===== config.mk =====
export PLATFORM = sky130hd
export DESIGN_NAME = jfpr_update
export DESIGN_NICKNAME = d
export VERILOG_FILES = /design/src/hdl/jfpr_pkg.sv /design/src/hdl/jfpr_update.sv
export SDC_FILE = /design/constraint.sdc
export NUM_CORES = 1
export LEC_CHECK = 0
export BUFFER_PORTS_ARGS = -buffer_cell sky130_fd_sc_hd__buf_2
export CAP_MARGIN = 20
export CORE_MARGIN = 5
export CORE_UTILIZATION = 52
export DETAILED_ROUTE_END_ITERATION = 8
export PLACE_DENSITY = 0.85
export SYNTH_ARGS = -nofsm -noshare
export SYNTH_HDL_FRONTEND = slang
export SYNTH_SLANG_ARGS = --single-unit

===== constraint.sdc =====
create_clock -name clk_i -period 5.1 [get_ports clk_i]
set_input_delay 0.255 -clock clk_i [delete_from_list [all_inputs] [get_ports clk_i]]
set_output_delay 0.255 -clock clk_i [all_outputs]
set_load 0.01 [all_outputs]

===== src/hdl/jfpr_pkg.sv =====
// ----------------------------------------------------------------------------
// jfpr_pkg
// Shared constants, payload types and register indexes of the four-point
// Jacobi relaxation block.
// ----------------------------------------------------------------------------
package jfpr_pkg;

  localparam int unsigned GRID_MAX_DEF    = 1024;
  localparam int unsigned VALUE_WIDTH_DEF = 32;

  localparam int unsigned CELL_W     = 32;
  localparam int unsigned RES_W      = 32;
  localparam int unsigned GSZ_W      = 11;
  localparam int unsigned CFG_DATA_W = 32;
  localparam int unsigned CFG_IDX_W  = 1;
  localparam int unsigned GRID_MIN   = 3;

  localparam logic [CFG_IDX_W-1:0] CFG_GRID_SIZE = 1'b0;
  localparam logic [CFG_IDX_W-1:0] CFG_THRESHOLD = 1'b1;

  localparam logic [GSZ_W-1:0] GSZ_RESET = 11'd514;
  localparam logic [RES_W-1:0] THR_RESET = 32'd1;

  typedef struct packed {
    logic [CELL_W-1:0] cell_value;
  } in_req_t;

  typedef struct packed {
    logic [CELL_W-1:0] new_value;
    logic [RES_W-1:0]  residual;
    logic [RES_W-1:0]  max_residual;
    logic              frame_last;
    logic              converged;
  } out_req_t;

  typedef struct packed {
    logic has_above;
    logic has_cur;
    logic interior;
    logic last_cell;
  } flags_t;

endpackage


===== src/hdl/jfpr_update.sv =====
// ----------------------------------------------------------------------------
// jfpr_update
// Stencil average, residual and result emission. A cell on the last row
// yields two results, which leave one after the other.
// ----------------------------------------------------------------------------
module jfpr_update #(
  parameter int unsigned VALUE_WIDTH = jfpr_pkg::VALUE_WIDTH_DEF
) (
  input  logic                       clk_i,
  input  logic                       rst_ni,
  input  logic [jfpr_pkg::RES_W-1:0] threshold_i,
  input  logic                       restart_i,
  input  logic                       p1_valid_i,
  output logic                       p1_ready_o,
  input  logic [VALUE_WIDTH-1:0]     p1_up_i,
  input  logic [VALUE_WIDTH-1:0]     p1_down_i,
  input  logic [VALUE_WIDTH-1:0]     p1_left_i,
  input  logic [VALUE_WIDTH-1:0]     p1_right_i,
  input  logic [VALUE_WIDTH-1:0]     p1_center_i,
  input  jfpr_pkg::flags_t           p1_flags_i,
  output logic                       out_valid_o,
  input  logic                       out_ready_i,
  output jfpr_pkg::out_req_t         out_data_o
);
  localparam int unsigned VW    = VALUE_WIDTH;
  localparam int unsigned RES_W = jfpr_pkg::RES_W;
  localparam int unsigned CELL_W = jfpr_pkg::CELL_W;

  logic [VW+1:0]      sum;
  logic [VW-1:0]      value;
  logic               p2_valid_q, p3_valid_q, p3_second_q, out_valid_q;
  logic [VW-1:0]      p2_value_q, p2_center_q, p2_down_q;
  jfpr_pkg::flags_t   p2_flags_q, p3_flags_q;
  logic [VW:0]        diff;
  logic [VW-1:0]      absd;
  logic [RES_W-1:0]   sat;
  logic [VW-1:0]      p3_value_q, p3_down_q;
  logic [RES_W-1:0]   p3_res_q;
  logic               out_free, emit_above, emit, p3_done, p3_free, p2_free;
  logic [VW-1:0]      sel_value;
  logic [RES_W-1:0]   sel_res, max_q, max_new;
  logic               sel_last;
  logic [CELL_W-1:0]  sel_cell;
  jfpr_pkg::out_req_t out_q;

  assign sum = {{2{p1_up_i[VW-1]}}, p1_up_i} + {{2{p1_down_i[VW-1]}}, p1_down_i}
             + {{2{p1_left_i[VW-1]}}, p1_left_i} + {{2{p1_right_i[VW-1]}}, p1_right_i};
  assign value = p1_flags_i.interior ? sum[VW+1:2] : p1_center_i;

  assign diff = {p2_center_q[VW-1], p2_center_q} - {p2_value_q[VW-1], p2_value_q};
  assign absd = diff[VW] ? VW'(-diff) : diff[VW-1:0];

  if (VW > RES_W) begin : g_sat
    assign sat = (|absd[VW-1:RES_W]) ? '1 : absd[RES_W-1:0];
  end else begin : g_nosat
    assign sat = RES_W'(absd);
  end

  assign out_free   = !out_valid_q || out_ready_i;
  assign emit_above = p3_flags_q.has_above && !p3_second_q;
  assign emit       = p3_valid_q && out_free;
  assign p3_done    = emit && !(emit_above && p3_flags_q.has_cur);
  assign p3_free    = !p3_valid_q || p3_done;
  assign p2_free    = !p2_valid_q || p3_free;
  assign p1_ready_o = p2_free;

  assign sel_value = emit_above ? p3_value_q : p3_down_q;
  assign sel_res   = emit_above ? p3_res_q : '0;
  assign sel_last  = !emit_above && p3_flags_q.last_cell;
  assign max_new   = (sel_res > max_q) ? sel_res : max_q;

  if (VW >= CELL_W) begin : g_cut
    assign sel_cell = sel_value[CELL_W-1:0];
  end else begin : g_ext
    assign sel_cell = CELL_W'(sel_value);
  end

  always_ff @(posedge clk_i or negedge rst_ni) begin
    if (!rst_ni) begin
      p2_valid_q  <= 1'b0;
      p3_valid_q  <= 1'b0;
      p3_second_q <= 1'b0;
      out_valid_q <= 1'b0;
      max_q       <= '0;
    end else begin
      if (p2_free) begin
        p2_valid_q <= p1_valid_i;
      end
      if (p3_free) begin
        p3_valid_q <= p2_valid_q;
      end
      if (p3_done) begin
        p3_second_q <= 1'b0;
      end else if (emit) begin
        p3_second_q <= 1'b1;
      end
      out_valid_q <= emit || (out_valid_q && !out_ready_i);
      if (restart_i) begin
        max_q <= '0;
      end else if (emit) begin
        max_q <= sel_last ? '0 : max_new;
      end
    end
  end

  always_ff @(posedge clk_i) begin
    if (p2_free && p1_valid_i) begin
      p2_value_q  <= value;
      p2_center_q <= p1_center_i;
      p2_down_q   <= p1_down_i;
      p2_flags_q  <= p1_flags_i;
    end
    if (p3_free && p2_valid_q) begin
      p3_value_q <= p2_value_q;
      p3_down_q  <= p2_down_q;
      p3_res_q   <= p2_flags_q.interior ? sat : '0;
      p3_flags_q <= p2_flags_q;
    end
    if (emit) begin
      out_q.new_value    <= sel_cell;
      out_q.residual     <= sel_res;
      out_q.max_residual <= max_new;
      out_q.frame_last   <= sel_last;
      out_q.converged    <= sel_last && (max_new < threshold_i);
    end
  end

  assign out_valid_o = out_valid_q;
  assign out_data_o  = out_q;
endmodule


Word level (Yosys, flattened, before mapping):

Index checks and enable logic that the tools add are counted.

* input bits: 201
* register bits after elaboration: 333
* output and inout bits: 100
* word-level logic and storage cells: 62

* add/sub/neg operators: 5
* mux-type cells: 10
* reductions and logical operators: 22
* order comparisons: 2

Operators with widths (number)
* 32-bit 2-to-1 mux: 8
* 33-bit by 32-bit adder with 34-bit output: 1
* 34-bit adder: 1
* 32-bit by 32-bit adder with 33-bit output: 1
* 32-bit by 32-bit subtractor with 33-bit output: 1
* 32-bit greater-than comparator: 1
* 32-bit < comparator: 1
* 32-bit negation: 1
* 1-bit logical AND: 9
* 1-bit zero test: 7
* 1-bit logical OR: 4
* 2-bit nonzero test: 2
* 1-bit 2-to-1 mux: 2

Longest topological paths before layout:

Gate-level depths: netlist of run 1.

* word-level depth: 8
* gate-level depth with buffers: 26
* gate-level depth less buffers: 23

Worst setup path after synthesis of run 1:

No wires, ideal clock.

* path type: register to register
* start point: register p3_second_q
* end point: register out_q, in the netlist out_data_o[0], data pin
* stages on the path, launching flop included: 27
* buffers on the path: 3
* setup time: 160 ps
* slack: -127 ps
* data required time: 4940 ps
* arrival: 5067 ps
* cell sequence: dfrtp_1 nor2b_1 clkbuf_1 clkbuf_1 and2_1 ha_1 a21o_1 a21o_1 a21o_1 a21o_1 a211o_1 o211ai_1 a211oi_1 nor2_1 clkbuf_1 mux2_2 ha_1 a21o_1 a21o_1 a21o_1 a21o_1 a21oi_1 nor2b_1 o21ai_0 nand3_1 a21oi_1 nor3b_1

* longest elaborated chain between the ends: 7
* elaborated cells between the ends (all ways): 9

RTL lines
* start, declared: RTL line jfpr_update.sv:31 `logic p2_valid_q, p3_valid_q, p3_second_q, out_valid_q;`
* start signal, assigned: RTL line jfpr_update.sv:82 `p3_second_q <= 1'b0;`
* start signal, assigned: RTL line jfpr_update.sv:93 `p3_second_q <= 1'b0;`
* start signal, assigned: RTL line jfpr_update.sv:95 `p3_second_q <= 1'b1;`
* 1-bit zero test: RTL line jfpr_update.sv:60 `assign emit_above = p3_flags_q.has_above && !p3_second_q;`
* 1-bit logical AND: RTL line jfpr_update.sv:60
* 32-bit 2-to-1 mux: RTL line jfpr_update.sv:68 `assign sel_res = emit_above ? p3_res_q : '0;`
* named net sel_res[9]: RTL line jfpr_update.sv:41 `logic [RES_W-1:0] sel_res, max_q, max_new;`
* 32-bit greater-than comparator: RTL line jfpr_update.sv:70 `assign max_new = (sel_res > max_q) ? sel_res : max_q;`
* 32-bit 2-to-1 mux: RTL line jfpr_update.sv:70
* named net max_new[17]: RTL line jfpr_update.sv:41
* 32-bit < comparator: RTL line jfpr_update.sv:124 `out_q.converged <= sel_last && (max_new < threshold_i);`
* 1-bit logical AND: RTL line jfpr_update.sv:124
* end, declared: RTL line jfpr_update.sv:44 `jfpr_pkg::out_req_t out_q;`

The timed path passes the listed nets, and every way through them passes these cells.
A chain may end at the register's enable or synchronous reset.

Worst setup path in the final report of run 1:

Ends and elaborated chain as after synthesis.

==> out/qor.csv, run 1 <==
metric;value;unit
Area after DPL;21280;um2
clock latency at the later pin of the worst-skew pair;0.53;ns
critical path class;register to register;
clk buf depth;3;
antenna violations before repair;0;
P_leak;9.924;nW
main flop type after synthesis;edfxtp_1;
reg-to-reg slack, setup;0.22;ns
Die W;202.2;um
startpoint types;register;
fmax;0.2051;GHz
pwr/cell area;568.3;nW/um2
final max-slew violation count;0;
initial drt markers;1032;
Post-Synthesis Cells;1605;
min-delay src;out_ready_i;
Wirelength per Cell;19.19;um
core area;36520;um2
DRT antenna net count;0;
relative slew slack;26.61;%
Pwr Total;13.16;mW
post-synth cell types;84;
Finished Cell Area;23160;um2
status;finished clean;
Diodes inserted;0;
TritonCTS clock tree;done;
Overflow after GRT;0;
Seq cells post-synth;333;
All-Layer GR Usage;22.74;%
CP Capture Type;register;
Critical Path Fanout Max;9;
I/O pin count;301;
count of final hold-check violations;0;
synth-to-layout area growth;20.52;%
post-route non-filler standard cell count;2482;
post-synthesis sequential area ratio;51.10;%
# H-tree levels;2;
GPL Wtd Cong;0.8912;
CP Data Required Time;5.38;ns
Syn Nets;1997;
Die H;202.2;um
Core Rows;70;
placed cells;2340;
met2 wire len;23.80;mm
cell count of the worst reg-to-reg path;20;
Fill cells;2714;
syn_area_per_cell;11.97;um2
worst r2r dst;out_data_o[0];
number of synthesized flops with an enable pin;297;
CTS sink cnt;333;
WL met3;2.960;mm
YS warnings;0;
Root Buffer;clkbuf_16;
vias in the first global route;14473;
Num CTS Buffers;36;
register area;9821;um2
I/O Buffers;300;
Nets;2379;
r2r startpoint;p3_second_q;
DRC violations left;0;
Max Clock Skew;0.01925;ns
first-pass GRT wire length;75.77;mm
routed wire length;47.64;mm
HPWL after DPL;34.67;mm
M1 wire length;19.91;mm
top routing layer used;met4;
via count;14137;
Die Area;40900;um2
Reg clk slew, reported paths;0.06;ns
worst hold margin;0.02326;ns
Final Cycle Share;95.61;%
Post-Syn Area;19220;um2
Worst Path Arrival;5.15;ns
DRT Pass-1 Iters;5;
worst slew pin tran;1.100;ns
Final setup viols;0;
share of cells above drive strength 1;23.54;%
hold path depth;3;
largest net degree at the start of global routing;91;
VDD IR max;284.2;uV
starting density of the core;52.61;%
Multi-input gate area;8770;um2
Hold EP;out_valid_o;
final worst path period need;4.876;ns
vias per std cell;5.696;
Hold WC Path Type;input pin to register;
post-layout util;63.41;%
ys async rst share;10.81;%
MaxCap Viol Count;0;
[sequential cells by signal (all words and copies together), names as in the netlist, 4 cells and up]
signal       flops
out_data_o      98
max_q           32
p3_res_q        32
p2_flags_q       4
p3_down_q       32
p2_down_q       32
p2_value_q      32
p2_center_q     32
p3_value_q      32
[logic make-up (layout without fill, tap and decap cells)]
family	after synthesis	in the layout	synth area share [%]
AO/OA/AOI/OAI	324	324	11.86
XOR/XNOR	64	64	2.917
adder cells (fa/ha/maj)	191	191	15.01
buffers and inverters	177	585	3.549
flip-flops	333	333	51.10
multiplexers	59	59	3.418
AND/OR/NAND/NOR	457	458	12.14
[what timing repair did]
item | in CTS | in global routing
endpoints found under the hold margin | 104 | 0
endpoints found under the setup margin | 1 | 1
cloned | 0 | 2
setup buffers | 0 | 6
resized for setup | 1 | 6
pin swaps | 0 | 2
hold buffers | 69 | 0
[routing by layer]
| metal | up-vias | track usage, % |
|---|---|---|
| met5 | - | 0 |
| met4 | 0 | 5.262 |
| met3 | 74 | 3.642 |
| met2 | 551 | 39.58 |
| met1 | 6831 | 30.24 |
| li1 | 6681 | - |
[layout by cell type (no fill, tap or decap), drive strengths merged, types with 51 or more instances in the layout]
master / count
mux2: 53
buf: 324
dlygate4sd3: 69
fa: 66
nand2: 155
a21o: 51
nor2: 71
inv: 128
o21ai: 53
ha: 125
edfxtp: 297
a21oi: 83
[worst max-delay path, cell delays in order (launching register included)]
cell and delay (ns):
dfrtp_2 0.44, nor2b_4 0.20, and2_1 0.22, ha_1 0.26, a21o_1 0.18, a21o_1 0.16, a21o_1 0.17, a21o_1 0.17
a211o_1 0.28, o211ai_1 0.11, a211oi_2 0.12, nor2_2 0.20, buf_12 0.14, buf_4 0.19, mux2_2 0.40, ha_1 0.30
nand4_1 0.12, nor4_1 0.44, nand3_1 0.16, nor3b_1 0.31, nor3b_2 0.07
[report_power, final]
group	switching [mW]	leakage (nW)	internal [mW]	total, mW
logic	3.64	6.03	2.61	6.26
clock network	1.06	0.527	1.35	2.41
registers	0.308	3.37	4.19	4.49
total	5.01	9.92	8.15	13.2
[layout make-up]
class,instances,share of cell area [%]
Inverter,126,2.053
Clock buffer,46,4.187
Clock inverter,19,0.4646
Tap cell,468,2.528
Multi-Input combinational cell,1096,37.87
Timing Repair Buffer,394,10.49
Sequential cell,333,42.41
[synth_stat cells, types with 8 or more instances]
cell type  count  area (um2)
edfxtp_1     297        8919
nand2_1      155       581.8
inv_1        126       473.0
ha_1         125        1564
a21oi_1       82       410.4
nor2_1        71       266.5
fa_1          66        1321
mux2_2        53       596.8
a21o_1        50       375.4
clkbuf_1      45       168.9
and2_1        44       275.3
o21ai_0       43       215.2
dfrtp_1       36       900.9
xnor2_1       35       306.5
nor3_1        34       170.2
a32o_1        29       290.3
xor2_1        29       254.0
nand4_1       22       137.6
nand3_1       21       105.1
nand2b_1      17       106.4
or3_1         14       87.58
o31ai_1       13       97.59
o21a_1        12       90.09
nor4_1        11       68.82
and3_1        10       62.56
o21ai_1       10       50.05
nor2b_1        9       56.30
o21bai_1       8       60.06
or2_2          8       50.05
[worst max path at each step]
| stage | from | endpoint | slack, ns | depth (start not counted) |
|---|---|---|---|---|
| 2_1_floorplan | p3_second_q | out_data_o[0] | 0.01 | 26 |
| 3_3_place_gp | p3_second_q | out_data_o[0] | 0.13 | 24 |
| 3_5_place_dp | p3_second_q | out_data_o[0] | -0.04 | 24 |
| 4_1_cts | p3_second_q | out_data_o[0] | 0.01 | 24 |
| 5_1_grt | p3_second_q | out_data_o[0] | -0.03 | 24 |
| 6_report | p3_second_q | out_data_o[0] | 0.22 | 20 |
[metrics by stage]
stage / setup TNS, ns / setup slack (ns)
global route: -0.02760 / -0.02760
floorplan: 0 / 0.01443
detailed placement: -0.04420 / -0.04420
CTS: 0 / 0.009702
finish: 0 / 0.2237
global placement: 0 / 0.1280
(Power assumes the default switching activity.)
==> run 2: changes to the inputs <==
--- a/config.mk
+++ b/config.mk
@@ -7,10 +7,13 @@
 export LEC_CHECK = 0
 export BUFFER_PORTS_ARGS = -buffer_cell sky130_fd_sc_hd__buf_2
 export CAP_MARGIN = 20
+export CELL_PAD_IN_SITES_DETAIL_PLACEMENT = 1
+export CELL_PAD_IN_SITES_GLOBAL_PLACEMENT = 1
 export CORE_MARGIN = 5
-export CORE_UTILIZATION = 52
+export CORE_UTILIZATION = 42
 export DETAILED_ROUTE_END_ITERATION = 8
-export PLACE_DENSITY = 0.85
+export GPL_TIMING_DRIVEN = 0
+export PLACE_DENSITY = 0.86
 export SYNTH_ARGS = -nofsm -noshare
 export SYNTH_HDL_FRONTEND = slang
 export SYNTH_SLANG_ARGS = --single-unit
==> run 2 against run 1 <==
Effect of this change:
- the run now ends with setup timing left
- global-route usage rose by 1.4 points
- flip-flop and latch count unchanged
- maximum frequency down 4.5%
- power up 10%
- sequential share of layout area decreased by 1.6 points
- clock-buffer cell count grew 7
- sequential power about the same
==> out/qor.csv, run 2 (synthesis gave the netlist of run 1 again) <==
metric;value;unit
fin worst setup slack;-0.008280;ns
antenna violations before repair;3;
final worst path period need;5.108;ns
via count;14837;
DRT Pass-1 Iters;5;
Wirelength per Cell;23.07;um
fmax;0.1958;GHz
most common cell after layout, fill and taps aside;buf_2;
Max Clock Skew;0.01860;ns
critical path class;register to register;
Hold WC Path Type;input pin to register;
vias per std cell;5.538;
initial drt markers;790;
CTS sink cnt;333;
worst slew pin tran;1.022;ns
final max-slew violation count;0;
clk buf depth;3;
Overflow after GRT;0;
Nets;2440;
Die Area;50130;um2
synth-to-layout area growth;25.32;%
max reg flops;98;
first-pass GRT wire length;95.26;mm
All-Layer GR Usage;24.14;%
Area after DPL;21560;um2
Multi-input gate area;8914;um2
Final setup viols;1;
relative slew slack;30.82;%
Root Buffer;clkbuf_16;
Finished Cell Area;24080;um2
pwr/cell area;603.1;nW/um2
largest net degree at the start of global routing;57;
Die H;223.9;um
status;complete, but fails checks;
count of final hold-check violations;0;
post-route non-filler standard cell count;2679;
HPWL after DPL;43.86;mm
failing checks;setup timing;
worst hold margin;0.1900;ns
core area;45280;um2
CP Data Required Time;5.49;ns
Setup WS pre-CTS;-1.678;ns
Die W;223.9;um
placed cells;2508;
I/O Buffers;300;
register area;9819;um2
Worst Path Arrival;5.50;ns
most frequent cells in the layout;buf_2, edfxtp_1, nand2_1;
VDD IR max;307.8;uV
RSZ-0062 raised after global routing;yes;
vias in the first global route;16740;
Reg clk slew, reported paths;0.06;ns
post-layout util;53.18;%
routed wire length;61.80;mm
GPL Wtd Cong;0.8636;
clock latency at the later pin of the worst-skew pair;0.56;ns
Fill cells;4852;
starting density of the core;42.43;%
Core Rows;78;
Final Cycle Share;100.2;%
DRT antenna net count;0;
startpoint types;register;
Num CTS Buffers;39;
P_leak;10.24;nW
MaxCap Viol Count;0;
# H-tree levels;2;
share of cells above drive strength 1;24.84;%
I/O pin count;301;
TritonCTS clock tree;done;
CP Capture Type;register;
DRC violations left;0;
Critical Path Fanout Max;7;
run 2: changes by cell type in the layout (fill, tap and decap cells not counted), sizes merged:
cell | previous run | this run
buf | 324 | 342
bufinv | 0 | 3
inv | 128 | 126
dlygate4sd3 | 69 | 71
clkbuf | 47 | 93
diode | 0 | 2
nor2b | 10 | 9
clkinv | 15 | 12
run 2: through the flow:
step / TNS, ns / power, mW
6_report: -0.008280 / 14.52
5_1_grt: -0.1344 / 15.38
4_1_cts: 0 / 14.25
3_5_place_dp: -3.213 / 10.82
3_3_place_gp: -81.96 / 10.44
2_1_floorplan: 0 / 8.703
run 2: layer usage:
metal | vias up | global-route usage (%) | routed length [um]
met1 | 7399 | 27.62 | 23690
met5 | - | 0 | 14
met4 | 2 | 9.368 | 2169
li1 | 6792 | - | -
met2 | 501 | 44.85 | 32910
met3 | 143 | 4.193 | 3009
run 2: worst paths after layout:
kind | start | to | slack (ns) | depth (start not counted)
max | p3_flags_q[3] | out_data_o[0] | -0.008 | 26
min | restart_i | max_q[3] | 0.19 | 3
max reg2reg | p3_flags_q[3] | out_data_o[0] | -0.008 | 26
min reg2reg | p2_flags_q[2] | p3_flags_q[2] | 0.42 | 0
max in group asynchronous | rst_ni | max_q[28] | 4.13 | 2
min in group asynchronous | rst_ni | max_q[6] | 0.40 | 2
run 2: timing repair:
item,CTS,global route
setup buffers,19,9
hold buffers,71,0
endpoints found under the hold margin,107,0
setup endpoints to repair,30,6
resized for setup,45,20
pin swaps,22,24
run 2: critical path, cell delays in order, from the launching register on:
cell and delay, ns:
edfxtp_1 0.39, nor2b_4 0.15, buf_8 0.14, clkbuf_16 0.15, buf_4 0.14, and2_1 0.23, ha_4 0.30, nand4_1 0.09
nor2_2 0.17, nand3_2 0.13, nor4_4 0.36, a211oi_2 0.11, nor2_4 0.20, buf_8 0.14, buf_4 0.11, mux2_4 0.33
ha_4 0.25, a21o_1 0.15, a21o_1 0.17, a21o_1 0.17, a21o_1 0.17, a21oi_2 0.14, nor2b_1 0.07, o21ai_1 0.19
nand3_2 0.14, a21oi_2 0.14, nor3b_2 0.19
run 2: power breakdown:
| part | total [mW] | leakage (nW) | internal, mW | switching (mW) |
|---|---|---|---|---|
| sequential | 4.51 | 3.37 | 4.19 | 0.324 |
| clock | 2.90 | 0.641 | 1.73 | 1.18 |
| combinational | 7.11 | 6.23 | 2.90 | 4.21 |
run 2: final cells by class:
class	instances	area share, %
plain buffers	51	1.185
well taps	600	3.117
clock inverters	17	0.7118
multi-input cells	1095	37.01
diodes	2	0.02078
inverters	126	1.974
clock buffers	53	4.749
flip-flops and latches	333	40.78
repair buffers	402	10.45
==> run 3: changes to the inputs <==
--- a/config.mk
+++ b/config.mk
@@ -5,15 +5,16 @@
 export SDC_FILE = /design/constraint.sdc
 export NUM_CORES = 1
 export LEC_CHECK = 0
+export ABC_AREA = 1
 export BUFFER_PORTS_ARGS = -buffer_cell sky130_fd_sc_hd__buf_2
 export CAP_MARGIN = 20
 export CELL_PAD_IN_SITES_DETAIL_PLACEMENT = 1
 export CELL_PAD_IN_SITES_GLOBAL_PLACEMENT = 1
 export CORE_MARGIN = 5
-export CORE_UTILIZATION = 42
+export CORE_UTILIZATION = 40
 export DETAILED_ROUTE_END_ITERATION = 8
 export GPL_TIMING_DRIVEN = 0
-export PLACE_DENSITY = 0.86
+export PLACE_DENSITY = 0.85
 export SYNTH_ARGS = -nofsm -noshare
 export SYNTH_HDL_FRONTEND = slang
 export SYNTH_SLANG_ARGS = --single-unit
==> run 3 against run 2 <==
Effect of this change:
- the run now ends clean
- maximum frequency grew 4.6%
- clock power about the same
- register-to-register slack improved by 0.43 ns
- core utilization fell by 3.4 points
- first-iteration DRC count down 1.1%
- combinational power fell by 18%
- flip-flop and latch count unchanged
- critical path type is now input pin to register
==> out/qor.csv, run 3 <==
metric;value;unit
clk buf depth;3;
Bufs and invs on worst path;3;
most common library cells after synthesis;nand2_1, edfxtp_1, inv_1, nor2_1, a21oi_1;
Synth area leader;edfxtp_1;
DRT antenna net count;0;
core area;47650;um2
All-Layer GR Usage;23.64;%
Final Cycle Share;95.72;%
Wirelength per Cell;20.89;um
Crit path max-delay family;compound AO/OA/AOI/OAI gates;
Worst Path Arrival;5.25;ns
via count;15690;
most frequent cell after synthesis;nand2_1;
sw power;5.460;mW
routed wire length;62.60;mm
min-delay src;restart_i;
Synth area leaders;edfxtp_1, ha_1, nand2_1;
YS warnings;0;
CP Capture Type;register;
critical path class;input pin to register;
largest net degree at the start of global routing;72;
CP Data Required Time;5.47;ns
RSZ-0062 raised after global routing;no;
most frequent cells in the layout;nand2_1, buf_2, edfxtp_1;
post-route non-filler standard cell count;2997;
placed cells;2854;
VDD IR max;359.0;uV
Syn Nets;2324;
clock latency at the later pin of the worst-skew pair;0.56;ns
Hold EP;max_q[0];
most common cell after layout, fill and taps aside;nand2_1;
Core Rows;80;
worst slew pin tran;0.9821;ns
Root Buffer;clkbuf_16;
Seq pwr share;32.7;%
TritonCTS clock tree;done;
# H-tree levels;2;
cell count of the worst reg-to-reg path;23;
starting density of the core;40.43;%
Setup WS pre-CTS;-1.391;ns
number of synthesized flops with an enable pin;297;
Yosys top cell area share;46.30;%
clock network power share;22.3;%
GPL Wtd Cong;0.9004;
Die W;229.4;um
sw frac;42.20;%
Hold WC Path Type;input pin to register;
Gate power share;45.0;%
I/O pin count;301;
Fill cells;5388;
fin worst setup slack;0.2181;ns
MaxCap Viol Count;0;
pwr/cell area;545.0;nW/um2
max reg flops;98;
worst r2r dst;out_data_o[0];
vias in the first global route;17883;
CP max stage cell;o21ai_0;
HPWL after DPL;47.65;mm
Overflow after GRT;0;
I/O Buffers;300;
internal power;7.478;mW
initial drt markers;781;
DRT Pass-1 Iters;7;
crit-path cells;dlygate4sd3_1, buf_2, fa_1, fa_1, nand3b_1, fa_1, inv_1, nand3_1, nand2_1, a31oi_1, o21ai_1, a21boi_1, o21ai_0, nand4_1, nand2_1, nand4_1, nand3_1, nand3_1, a31oi_1;
Post-Synthesis Cells;1932;
post-synth cell types;56;
share of cells above drive strength 1;18.14;%
post-synthesis sequential area ratio;50.98;%
startpoint types;input pin;
post-layout util;49.83;%
relative slew slack;34.53;%
max incr delay on CP;0.66;ns
antenna violations before repair;0;
ys async rst share;10.81;%
CTS sink cnt;333;
main flop type after synthesis;edfxtp_1;
count of final hold-check violations;0;
Reg clk slew, reported paths;0.06;ns
reg-to-reg slack, setup;0.42;ns
status;finished clean;
Num CTS Buffers;39;
first-pass GRT wire length;99.13;mm
Seq cells post-synth;333;
final worst path period need;4.882;ns
Diodes inserted;0;
Critical Path Fanout Max;3;
DRC violations left;0;
hold path depth;4;
r2r startpoint;p3_flags_q[3];
vias per std cell;5.235;
Die Area;52640;um2
P_leak;10.47;nW
Post-Syn Area;19260;um2
Final setup viols;0;
Nets;2743;
Die H;229.4;um
worst hold margin;0.06264;ns
syn_area_per_cell;9.969;um2
Max Clock Skew;0.01976;ns
synth-to-layout area growth;23.26;%
fmax;0.2048;GHz
final max-slew violation count;0;
[run 3: cell count changes after synthesis, moves of 46 or more]
cell     change
nor2_1      +74
nand2_1    +251
a21oi_1     +49
inv_1      +148
mux2_2      -53
o21ai_0     +46
[run 3: worst max-delay path by stage]
stage	start	end	slack (ns)	depth (start not counted)
floorplan	out_valid_o	p2_center_q[0]	1.09	7
global route	p1_down_i[1]	p2_value_q[31]	0.04	19
global placement	p3_flags_q[3]	out_data_o[0]	-1.10	23
CTS	p3_flags_q[3]	out_data_o[0]	0.03	22
detailed placement	p3_flags_q[3]	out_data_o[0]	-1.39	22
finish	p1_down_i[1]	p2_value_q[31]	0.22	19
[run 3: repair_timing]
action | 4_1_cts | 5_1_grt
setup endpoints to repair | 47 | 2
resized for setup | 7 | 7
pin swaps | 1 | 0
hold endpoints to repair | 116 | 0
hold buffers | 70 | 0
buffers inserted | 1 | 0
[run 3: cell families after synthesis]
| family | share of synthesized area [%] |
|---|---|
| XOR/XNOR | 2.170 |
| AND/OR/NAND/NOR | 15.46 |
| adder cells (fa/ha/maj) | 14.98 |
| buffers and inverters | 6.243 |
| flip-flops | 50.98 |
| AO/OA/AOI/OAI | 10.17 |
[run 3: power by group through the flow]
| stage | sequential (mW) | combinational [mW] | clock (mW) |
|---|---|---|---|
| global route | 4.29 | 6.47 | 3.08 |
| global placement | 4.31 | 5.30 | 0 |
| CTS | 4.24 | 5.79 | 2.95 |
| finish | 4.23 | 5.82 | 2.89 |
| floorplan | 4.37 | 3.53 | 0 |
| detailed placement | 4.28 | 5.66 | 0 |
[run 3: final cells by class]
class	instances	area (um2)	share of cell area, %
Multi-Input combinational cell	1281	8269	34.83
Inverter	284	1071	4.511
Clock inverter	24	266.5	1.123
Buffer	34	138.9	0.5850
Sequential cell	333	9819	41.36
Timing Repair Buffer	378	2365	9.961
Clock buffer	48	1041	4.385
Tap cell	615	769.5	3.241
[run 3: through the flow]
step / cell area, um2 / power, mW / setup TNS, ns
2_1_floorplan: 19270 / 7.899 / 0
3_3_place_gp: 21540 / 9.604 / -76.92
3_5_place_dp: 21700 / 9.946 / -9.583
4_1_cts: 23740 / 12.98 / 0
5_1_grt: 23740 / 13.84 / 0
6_report: 23740 / 12.94 / 0
[run 3: routing by layer]
layer / global-route usage, % / part of all wire, %
met5: 0 / 0
met2: 44.47 / 53
met4: 7.799 / 3.5
met3: 4.124 / 4.6
met1: 27.09 / 39
[run 3: worst register-to-register path, stage by stage (launching register included)]
cell	delay, ns
edfxtp_1	0.39
inv_1	0.09
nor2_4	0.19
clkinv_2	0.19
clkbuf_1	0.26
nor2_1	0.34
ha_1	0.31
a21oi_1	0.15
o21ai_0	0.10
nand2_1	0.08
o211ai_1	0.09
a21oi_1	0.27
nand2_1	0.13
nand2_1	0.15
inv_2	0.08
buf_2	0.21
o21ai_1	0.33
ha_1	0.32
a21oi_1	0.17
nor2_1	0.06
a211oi_1	0.21
o221a_2	0.23
nand2_1	0.07
a21oi_1	0.13
